## src/mdc_pkg.sv

```systemverilog
// Shared types and constants for the modulated delay chorus.
// No dependencies; every other source file refers to this package by scoped names.
package mdc_pkg;

  // Delay line geometry (power-of-two depth)
  localparam int LINE_DEPTH = 4096;
  localparam int ADDR_W     = $clog2(LINE_DEPTH);
  localparam int SAMPLE_W   = 24;

  // Sweep arithmetic
  localparam int PHASE_W = 32;
  localparam int STEP_W  = 31;
  localparam int DEPTH_W = 20;
  localparam int TRI_W   = 17;  // triangle in Q0.16, range 0..65536
  localparam int FRAC_W  = 8;   // fraction bits of the delay
  localparam int DELAY_W = 20;  // delay in samples, Q12.8
  localparam int DINT_W  = DELAY_W - FRAC_W;

  // Configuration port
  localparam int CFG_IDX_W  = 2;
  localparam int CFG_DATA_W = 31;

  localparam logic [CFG_IDX_W-1:0] REG_PHASE_STEP  = CFG_IDX_W'(0);
  localparam logic [CFG_IDX_W-1:0] REG_SWEEP_DEPTH = CFG_IDX_W'(1);

  localparam logic [STEP_W-1:0]  PHASE_STEP_RST  = STEP_W'(614419);
  localparam logic [DEPTH_W-1:0] SWEEP_DEPTH_RST = DEPTH_W'(10445);

  typedef struct packed {
    logic                  we;
    logic [CFG_IDX_W-1:0]  idx;
    logic [CFG_DATA_W-1:0] data;
  } cfg_wr_t;

endpackage

```

## src/mdc_sweep.sv

```systemverilog
// Sweep generator: configuration registers, phase accumulator, triangle and
// depth scaling into a Q12.8 delay. Depends on mdc_pkg.
module mdc_sweep (
  input  logic                        clk_i,
  input  logic                        rst_ni,
  input  mdc_pkg::cfg_wr_t            cfg_i,
  input  logic                        adv_i,
  output logic [mdc_pkg::DELAY_W-1:0] delay_o
);

  localparam int PROD_W = mdc_pkg::TRI_W + mdc_pkg::DEPTH_W;

  logic [mdc_pkg::PHASE_W-1:0] phase_q;
  logic [mdc_pkg::STEP_W-1:0]  step_q;
  logic [mdc_pkg::DEPTH_W-1:0] depth_q;
  logic [mdc_pkg::TRI_W-1:0]   tri_d, tri_q;
  logic [mdc_pkg::TRI_W-1:0]   t_w;
  logic [PROD_W-1:0]           prod_w;
  logic [mdc_pkg::DELAY_W-1:0] delay_q;

  // Hold configuration; unknown indexes are dropped
  always_ff @(posedge clk_i or negedge rst_ni) begin
    if (!rst_ni) begin
      step_q  <= mdc_pkg::PHASE_STEP_RST;
      depth_q <= mdc_pkg::SWEEP_DEPTH_RST;
    end else if (cfg_i.we) begin
      case (cfg_i.idx)
        mdc_pkg::REG_PHASE_STEP:  step_q  <= cfg_i.data[mdc_pkg::STEP_W-1:0];
        mdc_pkg::REG_SWEEP_DEPTH: depth_q <= cfg_i.data[mdc_pkg::DEPTH_W-1:0];
        default: ;
      endcase
    end
  end

  // Fold the top bits of the phase into a triangle (131072 - t on the way down)
  assign t_w   = phase_q[mdc_pkg::PHASE_W-1 -: mdc_pkg::TRI_W];
  assign tri_d = t_w[mdc_pkg::TRI_W-1] ? (~t_w + 1'b1) : t_w;

  // Sample the triangle and advance the phase once per request
  always_ff @(posedge clk_i or negedge rst_ni) begin
    if (!rst_ni) begin
      phase_q <= '0;
    end else if (adv_i) begin
      phase_q <= phase_q + mdc_pkg::PHASE_W'(step_q);
    end
  end

  always_ff @(posedge clk_i) begin
    if (adv_i) begin
      tri_q <= tri_d;
    end
  end

  // Scale by depth; the product is ready in the cycle after the request
  assign prod_w = PROD_W'(tri_q) * PROD_W'(depth_q);

  always_ff @(posedge clk_i) begin
    delay_q <= prod_w[16 +: mdc_pkg::DELAY_W];
  end

  assign delay_o = delay_q;

endmodule

```

## config.mk

```make
export PLATFORM = sky130hd
export DESIGN_NAME = mdc_sweep
export DESIGN_NICKNAME = d
export VERILOG_FILES = /design/src/mdc_pkg.sv /design/src/mdc_sweep.sv
export SDC_FILE = /design/constraint.sdc
export NUM_CORES = 1
export LEC_CHECK = 0
export BUFFER_PORTS_ARGS = -buffer_cell sky130_fd_sc_hd__buf_2
export CORE_AREA = 4 4 166 168
export CTS_CLUSTER_DIAMETER = 60
export DETAILED_ROUTE_END_ITERATION = 10
export DIE_AREA = 0 0 170 172
export PLACE_DENSITY_LB_ADDON = 0.15
export SYNTH_ARGS = -nofsm -noshare
export SYNTH_HDL_FRONTEND = slang
export SYNTH_SLANG_ARGS = --single-unit
```

## constraint.sdc

```tcl
create_clock -name clk_i -period 8.6 [get_ports clk_i]
set_clock_uncertainty 0.05 [all_clocks]
set_input_delay 0.43 -clock clk_i [delete_from_list [all_inputs] [get_ports clk_i]]
set_output_delay 0.43 -clock clk_i [all_outputs]
set_load 0.05 [all_outputs]
```

# Word-level counts from Yosys, hierarchy flattened

Cells that the tools add are included.

Add/subtract/negate cells: 2
$mul: 1
Eq/ne operators: 1
Muxes and demuxes: 1
Bitwise gates (word level): 1
Reduce and logical (&&, ||, !) cells: 3

Operators with widths:

| kind                                                 | count |
|---|---|
| multiplier 17 x 20 -> 36 bit                         | 1 |
| adder 32 x 31 -> 32 bit                              | 1 |
| adder 17 x 1 -> 17 bit (second input constant)       | 1 |
| inverter 17 bit                                      | 1 |
| two-way mux 16 bit                                   | 1 |
| AND reduction 2 bit                                  | 2 |
| equality test 2 x 1 -> 1 bit (second input constant) | 1 |
| zero test 2 bit                                      | 1 |

Register bits after elaboration: 120
Input bits: 37
Output and inout port bits: 20
Logic and storage cells: 15

# Depth between registers and ports, before layout

Depth after elaboration: 3
Depth in mapped cells: 24
Mapped depth without buffers: 22

# Worst setup path after synthesis

No wires, ideal clock.

Kind: flip-flop to flip-flop
Start point: reg depth_q[11] (netlist bit)
End point: reg delay_q, in the netlist delay_o[11]
Library setup time: 126 ps
Data arrival time: 6,170 ps
Data required time: 8,424 ps
Slack: 2,255 ps
Cell stages (with the launch flop): 22
Buffers on the path: 2
Period minus slack after synthesis: 6,345 ps
Cell sequence: dfstp_2 > clkbuf_1 > clkbuf_1 > nand2_1 > fa_1 > fa_1 > fa_1 > inv_1 > fa_1 > fa_1 > inv_1 > fa_1 > inv_1 > ha_1 > a21o_1 > a21o_1 > a21o_1 > o21a_1 > a2111oi_2 > o31ai_1 > a311o_1 > xor2_1

Longest elaborated chain between the ends: 1

RTL lines:

| element                      | line            | text |
|---|---|---|
| from (decl)                  | mdc_sweep.sv:15 | `logic [mdc_pkg::DEPTH_W-1:0] depth_q;` |
| from (signal assigned)       | mdc_sweep.sv:25 | `depth_q <= mdc_pkg::SWEEP_DEPTH_RST;` |
| from (signal assigned)       | mdc_sweep.sv:29 | `mdc_pkg::REG_SWEEP_DEPTH: depth_q <= cfg_i.data[mdc_pkg::DEPTH_W-1:0];` |
| multiplier 17 x 20 -> 36 bit | mdc_sweep.sv:55 | `assign prod_w = PROD_W'(tri_q) * PROD_W'(depth_q);` |
| net prod_w[27]               | mdc_sweep.sv:18 | `logic [PROD_W-1:0] prod_w;` |
| to (signal assigned)         | mdc_sweep.sv:58 | `delay_q <= prod_w[16 +: mdc_pkg::DELAY_W];` |
| to (decl)                    | mdc_sweep.sv:19 | `logic [mdc_pkg::DELAY_W-1:0] delay_q;` |

The timed path passes the listed nets, and every way through them passes these cells.
A chain may end at the register's enable or synchronous reset.

# Worst setup path after layout

Start point: reg tri_q[8] (netlist bit)
End point: reg delay_q, in the netlist delay_o[10]

Longest elaborated chain between the ends: 1

RTL lines:

| element                      | line            | text |
|---|---|---|
| from (decl)                  | mdc_sweep.sv:16 | `logic [mdc_pkg::TRI_W-1:0] tri_d, tri_q;` |
| from (signal assigned)       | mdc_sweep.sv:50 | `tri_q <= tri_d;` |
| multiplier 17 x 20 -> 36 bit | mdc_sweep.sv:55 |  |
| net prod_w[26]               | mdc_sweep.sv:18 |  |

The timed path passes the listed nets, and every way through them passes these cells.

==> impl_metrics.toml <==
[status]
run_status = "finished clean"

[timing]
totalNegativeSetupSlack_ns = 0
timing_max_transition_violations_final = 0
final_hold_viol_count = 0
worstMarginPinSlew_ns = 1.095
max-slew-margin-rel_pct = 26.80
setup_viol_count_final = 0
maxClockFrequency_mhz = 148.0
rsz0062_at_grt = "false"
final.hold.worst_slack_ns = 0.1814
finalWorstPathRequiredPeriod_ns = 6.755
finalWorstSetupSlack_ns = 1.845
timing.final.crit_share_pct = 78.55

[yosys]
yosys-mux-area-fraction_pct = 4.964
synth_fa_ha_area_share_pct = 42.31
synth-seq-cells = 120
post_synth_and_or_nand_nor_area_fraction_pct = 14.28
synth_cells = 1755
post-synth-top-count-cell = "sky130_fd_sc_hd__inv_1"
ys_seq_area_share_pct = 18.01
yosys-top-cells-count = "sky130_fd_sc_hd__inv_1 (322), sky130_fd_sc_hd__fa_1 (267), sky130_fd_sc_hd__nand2_1 (239)"
synth.top_cells.by_area = "sky130_fd_sc_hd__fa_1 (32%), sky130_fd_sc_hd__dfrtp_1 (10%), sky130_fd_sc_hd__ha_1 (10%)"
combinational_family_with_the_most_area_after_synthesis = "adder cells"
post_synth_xor_area_fraction_pct = 3.045
synth.yosys.warnings = 0
synth_edf_count = 17
syn_nets = 2196
synthDistinctLibCells = 67
combined_area_of_all_synthesized_cells_um2 = 16680
yosysTopAreaCellShare_pct = 32.04
asyncSetResetFlopFracSynth_pct = 69.17
synth_compound_area_share_pct = 8.181
synth.largest_area_cell = "sky130_fd_sc_hd__fa_1"
yosys_most_used_dff = "sky130_fd_sc_hd__dfrtp_1"
syn_avg_cell_area_um2 = 9.507

[place]
routabilityCongestion = 0.8890
hpwlAfterDp_mm = 29.09
io_buffers = 56
post-place-ws_ns = 1.979

[detailed_routing]
post_drt_wl_per_cell_um = 17.90
initial_drt_markers = 757
detail-route-antenna-nets = 0
first_pass_iters = 5
drcViolationCount = 0
routed-via-count = 12080
drt-vias-per-instance = 5.764
final_routed_wirelength_across_all_metal_layers_mm = 37.49

[floorplanning]
overall_die_area_um2 = 29240
core_region_area_um2 = 25910
initial_core_util_pct = 64.39
io-pin-count = 57
die_w_um = 170
floorplan.rows = 59
die_height_um = 172

[global_routing]
grt_start_max_net_pins = 76
via_count_of_the_first_global_routing_pass = 12490
global_route.usage.total_pct = 26.71
number_of_antenna_violations_at_the_first_check_in_global_routing = 0
global_route.overflow_total = 0
grt_pass1_wl_mm = 62.35

[cts]
postCtsSetupRepairBufs = 0
cts_repair_resize_count = 0
clkSinkCount = 120
clock_latency_ns = 0.43
clock-root-buffer = "sky130_fd_sc_hd__clkbuf_16"
cts_tree = "done"
cts.reportedPaths.clkPinSlew_ns = 0.07
cts_max_level = 4
cts-root-to-sink-buffers = 2
number_of_buffers_added_by_the_clock_tree_synthesis_step = 17

[worst_setup_path]
critPathSlowestCell = "sky130_fd_sc_hd__edfxtp_1"
crit_path_start_kind = "flip-flop"
critPathArrivalTime_ns = 7.06
timing.critical_path.slowest_cell_delay_ns = 0.92
crit_path_frequent_cell = "sky130_fd_sc_hd__fa_1"
cp_cell_sequence = "nand2_1 > fa_1 > inv_1 > fa_1 > inv_1 > fa_1 > inv_1 > fa_1 > fa_1 > inv_1 > fa_1 > inv_1 > ha_1 > and4_1 > nand4_1 > nor3_1 > nor3_1 > o21ai_0 > a311o_1 > xnor2_1"
critPathRequiredTime_ns = 8.90
crit_type = "reg -> reg"
setup.worst_path.end_class = "flip-flop"
largest_driver_fanout_on_the_critical_path = 20

[finish]
area_delta_synth_final_pct = 5.984
post_route_cells_drive_above_1_share_pct = 10.51
fillers = 2028
antenna-diode-count = 0
final_nets = 2188
sequential_cell_area_um2 = 3005
multi_input_comb_area_um2 = 12150

[job]
number_of_max_cap_violations = 0

[min_path]
holdCritPathClass = "in -> reg"
-- routing by layer --
| layer | routed length [um] | up-vias | track usage (%) |
|---|---|---|---|
| met5 | 0 | - | 0 |
| met1 | 15210 | 6133 | 34.99 |
| met4 | 1416 | 0 | 10.45 |
| li1 | - | 5492 | - |
| met3 | 1808 | 78 | 2.858 |
| met2 | 19060 | 373 | 46.21 |
-- kinds of logic (layout without fill, tap and decap cells) --
logic type,count (synthesis),count (layout)
AND/OR/NAND/NOR,489,489
buffers and inverters,409,414
adder cells (fa/ha/maj),404,404
AO/OA/AOI/OAI,201,201
flip-flops,120,120
multiplexers,74,74
XOR/XNOR,58,58
-- state kept, by name, indices dropped and copies added (netlist names) --
signal,flops
step_q,31
phase_q,32
depth_q,20
delay_o,20
tri_q,17
-- stage by stage --
stage / area, um2 / cells / utilization, %
after floorplan: 16680 / 1755 / -
after global placement: 17090 / 2062 / 65.94
after detailed placement: 17090 / 2062 / 65.94
after CTS: 17680 / 2095 / 68.25
after global routing: 17680 / 2095 / 68.25
final: 17680 / 2095 / 68.25
-- worst max-delay path: cells and delay by family (launching register included) --
family	cells	cell delay, ns
xor+xnor	1	0.11
fa+ha+maj	7	3.35
buf+inv	5	0.24
compound gates	2	0.65
simple gates	5	1.35
flops	1	0.92
-- cells in the final DEF (no fill, tap or decap), types with 34 or more instances in the layout --
master	netlist	layout
sky130_fd_sc_hd__a21oi_1	59	59
sky130_fd_sc_hd__and2_1	140	140
sky130_fd_sc_hd__fa_1	267	267
sky130_fd_sc_hd__mux2_2	70	70
sky130_fd_sc_hd__a21o_1	34	34
sky130_fd_sc_hd__ha_1	137	137
sky130_fd_sc_hd__buf_2	1	55
sky130_fd_sc_hd__nand2_1	239	239
sky130_fd_sc_hd__xnor2_1	42	42
sky130_fd_sc_hd__dfrtp_1	69	69
sky130_fd_sc_hd__inv_1	322	322
-- layout make-up --
type,count,share of cell area (%)
timing repair buffer,60,1.783
tap,335,2.370
inverter,322,6.835
clock inverter,13,0.7500
sequential,120,17.00
multi-input combinational,1226,68.70
clock buffer,19,2.568
-- what timing repair did --
item,in CTS,in global routing
endpoints found under the setup margin,0,0
hold buffers,1,0
endpoints found under the hold margin,8,0
-- final timing paths --
path | from | depth (start not counted) | end | slack, ns
min in group asynchronous | rst_ni | 2 | step_q[2]$_DFFE_PN0P_ | 0.31
max in group asynchronous | rst_ni | 3 | phase_q[26]$_DFFE_PN0P_ | 7.01
worst max register to register | tri_q[8]$_DFFE_PP_ | 20 | delay_o[10]$_DFF_P_ | 1.84
worst min register to register | step_q[12]$_DFFE_PN0P_ | 1 | step_q[12]$_DFFE_PN0P_ | 0.46
worst max-delay path | tri_q[8]$_DFFE_PP_ | 20 | delay_o[10]$_DFF_P_ | 1.84
worst min-delay path | cfg_i[25] | 2 | step_q[25]$_DFFE_PN0P_ | 0.18
Power is left out: the tool's default activity adds up to more than one toggle a clock period on the data nets, which glitch-free logic cannot reach.
